**src/rtl/mtrb_pkg.sv**
```systemverilog
// Shared constants, types and state encoding for the max-tree row builder.
// No dependencies; imported by every module of the block.
package mtrb_pkg;

  // Row bound and pixel depth
  localparam int LINE_MAX   = 64;
  localparam int PIXEL_BITS = 8;

  // Derived widths
  localparam int COL_W   = $clog2(LINE_MAX);
  localparam int CNT_W   = $clog2(LINE_MAX + 1);
  localparam int LVL_W   = PIXEL_BITS;
  localparam int ENTRY_W = COL_W + LVL_W;

  // Fixed field widths of the channels
  localparam int PIX_IN_W = 8;
  localparam int NODE_W   = 6;
  localparam int GLOB_W   = 32;
  localparam int BASE_W   = 31;
  localparam int PITCH_W  = 16;
  localparam int ROW_W    = 16;
  localparam int CFG_W    = 31;
  localparam int CFG_IDX_W = 1;

  // Configuration register indexes
  localparam logic [CFG_IDX_W-1:0] REG_BASE_OFFSET = 1'd0;
  localparam logic [CFG_IDX_W-1:0] REG_ROW_PITCH   = 1'd1;

  // Sequencer states
  typedef enum logic [2:0] {
    ST_IDLE,
    ST_STEP,
    ST_CHAIN,
    ST_EQ2,
    ST_FLUSH,
    ST_FCHAIN,
    ST_FINISH
  } mtrb_state_e;

  // Stack operation request from the sequencer
  typedef struct packed {
    logic             push;
    logic             pop;
    logic             clear;
    logic [COL_W-1:0] col;
    logic [LVL_W-1:0] lvl;
  } stack_cmd_t;

  // Stack status back to the sequencer
  typedef struct packed {
    logic [CNT_W-1:0] count;
    logic [COL_W-1:0] top_col;
    logic [LVL_W-1:0] top_lvl;
  } stack_stat_t;

endpackage

```
**src/rtl/mtrb_stack.sv**
```systemverilog
// Level-root stack: one synchronous memory plus a cached top entry.
// Depends on mtrb_pkg for widths and the command/status structs.
module mtrb_stack (
  input  logic                 clk_i,
  input  logic                 rst_ni,
  input  mtrb_pkg::stack_cmd_t cmd_i,
  output mtrb_pkg::stack_stat_t stat_o
);
  import mtrb_pkg::*;

  logic [ENTRY_W-1:0] mem [LINE_MAX];
  logic [ENTRY_W-1:0] rdata_q;
  logic               refill_q;
  logic [CNT_W-1:0]   count_q, count_d;
  logic [COL_W-1:0]   top_col_q, top_col_d;
  logic [LVL_W-1:0]   top_lvl_q, top_lvl_d;
  logic [CNT_W-1:0]   below_top;
  logic [COL_W-1:0]   rd_addr;

  // Entry under the current top, which becomes the top after a pop
  assign below_top = count_q - CNT_W'(2);
  assign rd_addr   = below_top[COL_W-1:0];

  // Write on push, read the next top on pop
  always_ff @(posedge clk_i) begin
    if (cmd_i.push) begin
      mem[count_q[COL_W-1:0]] <= {cmd_i.col, cmd_i.lvl};
    end
    if (cmd_i.pop) begin
      rdata_q <= mem[rd_addr];
    end
  end

  // Forward the freshly read entry as the top in the cycle after a pop
  always_comb begin
    count_d = count_q;
    if (cmd_i.clear) begin
      count_d = '0;
    end else if (cmd_i.push) begin
      count_d = count_q + CNT_W'(1);
    end else if (cmd_i.pop) begin
      count_d = count_q - CNT_W'(1);
    end

    if (cmd_i.push) begin
      top_col_d = cmd_i.col;
      top_lvl_d = cmd_i.lvl;
    end else if (refill_q) begin
      top_col_d = rdata_q[ENTRY_W-1:LVL_W];
      top_lvl_d = rdata_q[LVL_W-1:0];
    end else begin
      top_col_d = top_col_q;
      top_lvl_d = top_lvl_q;
    end
  end

  always_ff @(posedge clk_i or negedge rst_ni) begin
    if (!rst_ni) begin
      count_q  <= '0;
      refill_q <= 1'b0;
    end else begin
      count_q  <= count_d;
      refill_q <= cmd_i.pop && (count_q > CNT_W'(1));
    end
  end

  // Top cache holds payload only
  always_ff @(posedge clk_i) begin
    top_col_q <= top_col_d;
    top_lvl_q <= top_lvl_d;
  end

  assign stat_o.count   = count_q;
  assign stat_o.top_col = refill_q ? rdata_q[ENTRY_W-1:LVL_W] : top_col_q;
  assign stat_o.top_lvl = refill_q ? rdata_q[LVL_W-1:0] : top_lvl_q;

endmodule

```
**src/rtl/max_tree_row_builder.sv**
```systemverilog
// Max-tree row builder: sequencer, configuration, global index and output item.
// Depends on mtrb_pkg and mtrb_stack.
//
// Usage:
//   Pixels enter on the in channel (pixel_i, last_pixel_i) with valid/ready.
//   Parent links leave on the out channel, one item per link, the last item
//   caused by a pixel marked with last_of_run_o. A pixel that only opens a new
//   level root produces no item. Configuration (base offset, row pitch) is
//   written through cfg_we_i; the user must write it only while the block is
//   idle, which the block does not enforce. in_ready_o stays low while a write
//   is offered and in the next cycle, while the row offset product settles.
// Timing:
//   One item is worked on at a time. A pixel passes through accept, decide
//   and finish, with a ST_CHAIN step per root unstacked, an ST_EQ2 step when
//   the unstack ends on an equal-level root, and on a row flush ST_FLUSH then
//   an ST_FCHAIN step per stacked root. Each unstack is one read of the stack
//   memory, whose registered read data is forwarded as the new top in the
//   next cycle.
// Reset and stalls:
//   Reset empties the stack and clears column, row and configuration. The
//   stack memory needs no clearing pass. A stalled receiver holds the output
//   register and the sequencer waits on it; no item is lost.
module max_tree_row_builder (
  input  logic                           clk_i,
  input  logic                           rst_ni,
  input  logic                           cfg_we_i,
  input  logic [mtrb_pkg::CFG_IDX_W-1:0] cfg_index_i,
  input  logic [mtrb_pkg::CFG_W-1:0]     cfg_data_i,
  input  logic                           in_valid_i,
  output logic                           in_ready_o,
  input  logic [mtrb_pkg::PIX_IN_W-1:0]  pixel_i,
  input  logic                           last_pixel_i,
  output logic                           out_valid_o,
  input  logic                           out_ready_i,
  output logic [mtrb_pkg::NODE_W-1:0]    node_column_o,
  output logic [mtrb_pkg::GLOB_W-1:0]    parent_global_o,
  output logic                           is_root_o,
  output logic                           overflow_error_o,
  output logic                           last_of_run_o
);
  import mtrb_pkg::*;

  mtrb_state_e      state_q, state_d;
  stack_cmd_t       cmd;
  stack_stat_t      stat;

  logic [BASE_W-1:0]  base_q;
  logic [PITCH_W-1:0] pitch_q;
  logic [ROW_W-1:0]   row_q;
  logic [GLOB_W-1:0]  prod_q;
  logic               cfg_seen_q;
  logic [CNT_W-1:0]   col_q;

  logic [LVL_W-1:0] pix_q;
  logic             last_q;
  logic             ovf_q;
  logic [COL_W-1:0] icol_q;
  logic [COL_W-1:0] r_q, r_d;

  logic             accept;
  logic             out_free;
  logic             em_go;
  logic [COL_W-1:0] em_node;
  logic [COL_W-1:0] em_pcol;
  logic             em_root;
  logic             em_zero;
  logic             em_last;
  logic [GLOB_W-1:0] em_parent;

  logic              out_valid_q;
  logic [NODE_W-1:0] out_node_q;
  logic [GLOB_W-1:0] out_parent_q;
  logic              out_root_q;
  logic              out_err_q;
  logic              out_last_q;

  mtrb_stack u_stack (
    .clk_i  (clk_i),
    .rst_ni (rst_ni),
    .cmd_i  (cmd),
    .stat_o (stat)
  );

  // Take a pixel only when idle and the row offset product is settled
  assign in_ready_o = (state_q == ST_IDLE) && !cfg_we_i && !cfg_seen_q;
  assign accept     = in_valid_i && in_ready_o;
  assign out_free   = !out_valid_q || out_ready_i;

  // Sequencer: next state, stack operations and result generation
  always_comb begin
    state_d = state_q;
    r_d     = r_q;
    cmd     = '0;
    cmd.col = icol_q;
    cmd.lvl = pix_q;
    em_go   = 1'b0;
    em_node = '0;
    em_pcol = '0;
    em_root = 1'b0;
    em_zero = 1'b0;
    em_last = 1'b0;

    case (state_q)
      ST_IDLE: begin
        if (accept) begin
          state_d = ST_STEP;
        end
      end

      ST_STEP: begin
        if (ovf_q) begin
          // Dropped pixel: flush if row ends, else report the error alone
          if (last_q) begin
            state_d = ST_FLUSH;
          end else if (out_free) begin
            em_go   = 1'b1;
            em_zero = 1'b1;
            em_last = 1'b1;
            state_d = ST_FINISH;
          end
        end else if (stat.count == '0 || stat.top_lvl < pix_q) begin
          cmd.push = 1'b1;
          state_d  = last_q ? ST_FLUSH : ST_FINISH;
        end else if (stat.top_lvl == pix_q) begin
          if (out_free) begin
            em_go   = 1'b1;
            em_node = icol_q;
            em_pcol = stat.top_col;
            em_last = !last_q;
            state_d = last_q ? ST_FLUSH : ST_FINISH;
          end
        end else begin
          r_d     = stat.top_col;
          cmd.pop = 1'b1;
          state_d = ST_CHAIN;
        end
      end

      ST_CHAIN: begin
        if (stat.count != '0 && stat.top_lvl > pix_q) begin
          // Link the unstacked root to the next lower root
          if (out_free) begin
            em_go   = 1'b1;
            em_node = r_q;
            em_pcol = stat.top_col;
            r_d     = stat.top_col;
            cmd.pop = 1'b1;
          end
        end else if (stat.count == '0 || stat.top_lvl < pix_q) begin
          // New pixel becomes the parent and a new level root
          if (out_free) begin
            em_go    = 1'b1;
            em_node  = r_q;
            em_pcol  = icol_q;
            em_last  = !last_q;
            cmd.push = 1'b1;
            state_d  = last_q ? ST_FLUSH : ST_FINISH;
          end
        end else if (out_free) begin
          // Equal-level root found: link unstacked root first
          em_go   = 1'b1;
          em_node = r_q;
          em_pcol = stat.top_col;
          state_d = ST_EQ2;
        end
      end

      ST_EQ2: begin
        if (out_free) begin
          em_go   = 1'b1;
          em_node = icol_q;
          em_pcol = stat.top_col;
          em_last = !last_q;
          state_d = last_q ? ST_FLUSH : ST_FINISH;
        end
      end

      ST_FLUSH: begin
        if (stat.count != '0) begin
          r_d     = stat.top_col;
          cmd.pop = 1'b1;
          state_d = ST_FCHAIN;
        end else if (ovf_q) begin
          if (out_free) begin
            em_go   = 1'b1;
            em_zero = 1'b1;
            em_last = 1'b1;
            state_d = ST_FINISH;
          end
        end else begin
          state_d = ST_FINISH;
        end
      end

      ST_FCHAIN: begin
        if (out_free) begin
          em_go   = 1'b1;
          em_node = r_q;
          if (stat.count != '0) begin
            em_pcol = stat.top_col;
            r_d     = stat.top_col;
            cmd.pop = 1'b1;
          end else begin
            em_root = 1'b1;
            em_last = 1'b1;
            state_d = ST_FINISH;
          end
        end
      end

      ST_FINISH: begin
        cmd.clear = last_q;
        state_d   = ST_IDLE;
      end

      default: begin
        state_d = ST_IDLE;
      end
    endcase
  end

  // Global index of the parent
  assign em_parent = (em_root || em_zero) ? '0
                   : GLOB_W'(base_q) + prod_q + GLOB_W'(em_pcol);

  // Control registers
  always_ff @(posedge clk_i or negedge rst_ni) begin
    if (!rst_ni) begin
      state_q     <= ST_IDLE;
      base_q      <= '0;
      pitch_q     <= '0;
      row_q       <= '0;
      col_q       <= '0;
      cfg_seen_q  <= 1'b0;
      out_valid_q <= 1'b0;
    end else begin
      state_q    <= state_d;
      cfg_seen_q <= cfg_we_i;
      if (cfg_we_i) begin
        case (cfg_index_i)
          REG_BASE_OFFSET: base_q  <= cfg_data_i[BASE_W-1:0];
          REG_ROW_PITCH:   pitch_q <= cfg_data_i[PITCH_W-1:0];
          default: ;
        endcase
      end
      // Advance the column on each pixel that fits the row
      if (accept && (col_q != CNT_W'(LINE_MAX))) begin
        col_q <= col_q + CNT_W'(1);
      end else if (state_q == ST_FINISH && last_q) begin
        col_q <= '0;
        row_q <= row_q + ROW_W'(1);
      end
      if (em_go) begin
        out_valid_q <= 1'b1;
      end else if (out_ready_i) begin
        out_valid_q <= 1'b0;
      end
    end
  end

  // Item and payload registers
  always_ff @(posedge clk_i) begin
    prod_q <= GLOB_W'(row_q * pitch_q);
    r_q    <= r_d;
    if (accept) begin
      pix_q  <= pixel_i[LVL_W-1:0];
      last_q <= last_pixel_i;
      ovf_q  <= (col_q == CNT_W'(LINE_MAX));
      icol_q <= col_q[COL_W-1:0];
    end
    if (em_go) begin
      out_node_q   <= NODE_W'(em_node);
      out_parent_q <= em_parent;
      out_root_q   <= em_root;
      out_err_q    <= ovf_q;
      out_last_q   <= em_last;
    end
  end

  assign out_valid_o      = out_valid_q;
  assign node_column_o    = out_node_q;
  assign parent_global_o  = out_parent_q;
  assign is_root_o        = out_root_q;
  assign overflow_error_o = out_err_q;
  assign last_of_run_o    = out_last_q;

endmodule

```
**config.mk**
```make
export PLATFORM = sky130hd
export DESIGN_NAME = max_tree_row_builder
export DESIGN_NICKNAME = d
export VERILOG_FILES = /design/src/rtl/mtrb_pkg.sv /design/src/rtl/mtrb_stack.sv /design/src/rtl/max_tree_row_builder.sv
export SDC_FILE = /design/constraint.sdc
export NUM_CORES = 2
export LEC_CHECK = 0
export ABC_CLOCK_PERIOD_IN_PS = 8200
export BUFFER_PORTS_ARGS = -buffer_cell sky130_fd_sc_hd__buf_2
export CORE_ASPECT_RATIO = 1.2
export CORE_MARGIN = 4
export CORE_UTILIZATION = 45
export CTS_BUF_LIST = sky130_fd_sc_hd__clkbuf_4
export CTS_CLUSTER_SIZE = 30
export DETAILED_ROUTE_END_ITERATION = 8
export SLEW_MARGIN = 40
export SYNTH_ARGS = -nofsm -noshare
export SYNTH_HDL_FRONTEND = slang
export SYNTH_SLANG_ARGS = --single-unit
```
**constraint.sdc**
```tcl
create_clock -name clk_i -period 8.2 [get_ports clk_i]
set_clock_uncertainty 0.1 [all_clocks]
set_input_delay 1.64 -clock clk_i [delete_from_list [all_inputs] [get_ports clk_i]]
set_output_delay 1.64 -clock clk_i [all_outputs]
set_load 0.01 [all_outputs]
```
==> flow_metrics.py <==
metrics = {
    "timing": {
        "period_needed_ns": 7.110,
        "drv_slew": 0,
        "worst_pin_slew_ns": 0.8895,
        "fin_crit_sh_pct": 86.71,
        "max_clock_freq_mhz": 140.6,
        "slew_headroom_pct": 40.70,
        "grt_setup_unrepaired": "false",
        "tns_ns": 0,
        "fin_ws_ns": 1.090,
        "hold_violations": 0,
        "finalSetupViolations": 0,
    },
    "worst_setup_path": {
        "worstPathMaxFanout": 14,
        "arrival_ns": 7.86,
        "worstSetupPathType": "flop to flop",
        "end_kind": "flop",
        "crit_required_ns": 8.95,
        "startpoint_type": "flop",
    },
    "layout": {
        "multi_input_area_um2": 18970,
        "post-route-cell-area_um2": 58620,
        "ff_latch_area_um2": 32230,
        "area_growth_pct": 11.32,
        "nets": 3956,
        "drive_above_1_share_pct": 26.99,
        "fillerInstances": 9688,
        "fin_cells": 5227,
    },
    "floorplan": {
        "start_util_pct": 45.31,
        "dieArea_um2": 122600,
        "fp.dieH_um": 382.7,
        "io_pins": 89,
        "core_um2": 116200,
        "fp.dieW_um": 320.3,
        "rows": 137,
    },
    "global_route": {
        "grt_overflow_total": 0,
        "grt_first_pass_wirelength_um": 190300,
        "grt_start_max_net_pins": 68,
        "grt_pass1_vias": 31070,
        "grt_use_total_pct": 20.59,
        "antenna_found_initial": 4,
    },
    "clocking": {
        "cts.repair.resized": 0,
        "holdBufCountCts": 0,
        "cts-root-buf": "clkbuf_4",
        "clk_pin_slew_worst_paths_ns": 0.07,
        "cts_buffer_depth": 4,
        "cts_tree": "done",
        "cts.sinks": 1102,
        "h-tree-depth": 5,
        "clk_latency_ns": 1.16,
        "cts_buffers": 292,
        "post_cts_buffers": 0,
    },
    "synthesis": {
        "synth_edf_count": 973,
        "synth_area_um2": 52660,
        "async_flop_share_pct": 7.532,
        "ys_ff_latch": 1102,
        "synth_cells": 3209,
        "synth_fp_nets": 3636,
        "ys.flop_type": "edfxtp_1",
        "ys_seq_area_share_pct": 61.18,
        "avgSynthCellArea_um2": 16.41,
        "synth.distinct_cells": 77,
        "yosysWarnings": 0,
    },
    "detailed_routing": {
        "viasPerCell": 5.540,
        "firstDrtPassIters": 5,
        "route.met3.wl_um": 8122,
        "drc": 0,
        "route.detailed.wl_per_inst_um": 23.74,
        "met2_length_um": 61590,
        "drt-met1-wl_um": 51340,
        "drt_iter0_drc": 2269,
        "final_antenna_net_count": 0,
        "vias": 28960,
        "highest_layer": "met4",
        "wl_um": 124100,
    },
    "placement": {
        "place_hpwl_um": 81000,
        "placed_area_um2": 55220,
        "gp_congestion": 0.8733,
        "placedCellCount": 4760,
        "io_buffer_count": 88,
        "post-place-ws_ns": 1.209,
    },
    "power": {
        "leakagePower_nw": 21.75,
        "pwr_density_cell_nw_per_um2": 293.1,
        "power_mw": 17.18,
        "vdd_drop_max_uv": 222.1,
    },
    "min_path": {
        "hold_path.class": "input port to async pin",
    },
    "run_status": {
        "outcome": "finished, final reports clean",
    },
    "job": {
        "maxCapViolations": 0,
    },
}
worst max-delay path, cell delays in order, from the launching register on:
cell and delay (ns):
dfrtp_1 0.72, mux2_2 0.43, ha_1 0.29, nor2b_1 0.14
o21a_1 0.12, o21a_1 0.11, o21ai_1 0.07, a21oi_2 0.57
nor3b_1 0.37, nor2_1 0.09, or2_2 0.33, a31oi_2 0.27
a22o_1 0.20, fa_1 0.41, ha_1 0.24, fa_1 0.50
a211oi_1 0.29, o21ai_0 0.19, o2111ai_1 0.27, a21oi_1 0.18
o21a_1 0.22, o21ai_0 0.22, nand2b_1 0.08, a21oi_1 0.19
xor2_1 0.17, nor2_1 0.05
cell families (layout without fill, tap and decap cells):
kind of cell	after synthesis	in the layout	synth area share [%]
simple gates	631	631	5.721
flops	1102	1102	61.18
fa+ha+maj	381	381	11.92
xor+xnor	75	75	1.247
mux	354	354	13.52
other cells	0	1	0
compound gates	249	249	3.174
buf+inv	417	905	3.241
final timing paths:
path	slack (ns)	startpoint	endpoint	depth (start not counted)
min in group clk_i	0.40	col_q[6]$_DFFE_PN0P_	col_q[6]$_DFFE_PN0P_	1
max	1.09	u_stack.refill_q$_DFF_PN0_	parent_global_o[19]$_SDFFCE_PP0P_	25
max reg2reg	1.09	u_stack.refill_q$_DFF_PN0_	parent_global_o[19]$_SDFFCE_PP0P_	25
max in group asynchronous	6.61	rst_ni	row_q[1]$_DFFE_PN0P_	2
min reg2reg	0.40	col_q[6]$_DFFE_PN0P_	col_q[6]$_DFFE_PN0P_	1
min	0.29	rst_ni	col_q[6]$_DFFE_PN0P_	1
synthesized netlist by cell type, types with 19 or more instances:
master	n	area [um2]
fa_1	201	4024
mux4_2	280	6306
buf_2	35	175.2
a211oi_1	29	217.7
and2_1	120	750.7
mux2_2	58	653.1
xor2_1	26	227.7
ha_1	180	2252
nor2_1	169	634.4
nor3_1	19	95.09
dfrtp_1	83	2077
clkbuf_1	77	289.0
xnor2_1	49	429.2
nand3_1	28	140.1
a21o_1	28	210.2
a21oi_1	70	350.3
inv_1	269	1010
dfxtp_1	46	920.9
nor2b_1	25	156.4
nand2_1	200	750.7
o21ai_0	41	205.2
edfxtp_1	973	29220
placed cells by master, fill, tap and decap left out, types with 72 or more instances in the layout:
| cell | synthesis | final |
|---|---|---|
| and2_1 | 120 | 120 |
| buf_2 | 35 | 87 |
| buf_4 | 8 | 72 |
| clkbuf_4 | 0 | 409 |
| dfrtp_1 | 83 | 78 |
| edfxtp_1 | 973 | 973 |
| fa_1 | 201 | 201 |
| ha_1 | 180 | 179 |
| inv_1 | 269 | 269 |
| mux4_2 | 280 | 280 |
| nand2_1 | 200 | 199 |
| nor2_1 | 169 | 145 |
cell type report:
class	count	share of cell area (%)
clock inverters	53	0.4034
repair buffers	172	2.015
clock buffers	409	5.238
inverters	271	1.735
diodes	1	0.004269
multi-input cells	1690	32.36
flip-flops and latches	1102	54.98
well taps	1529	3.264
report_power, final:
part	internal (mW)	switching, mW
clock network	2.30	2.09
logic	2.57	3.30
registers	6.60	0.318
total	11.5	5.70
per-layer routing:
layer | up-vias | global-route usage (%)
li1 | 12710 | -
met1 | 14980 | 27.34
met2 | 1059 | 34.15
met3 | 210 | 4.457
met4 | 0 | 6.606
met5 | - | 0
sequential cells by signal (all words and copies together) (netlist names), 7 cells and up:
name	cells
pitch_q	16
u_stack.top_lvl_q	8
prod_q	32
u_stack.rdata_q	14
pix_q	8
u_stack.count_q	7
base_q	31
parent_global_o	32
u_stack.mem	896
col_q	7
row_q	16
metrics by stage:
stage               hold slack [ns]  util, %
finish                       0.2878    50.44
floorplan                    0.3441        -
global placement             0.3671    47.36
detailed placement           0.3902    47.51
CTS                          0.1190    50.36
global route                 0.1783    50.44
Power figures use the tool's default switching activity.
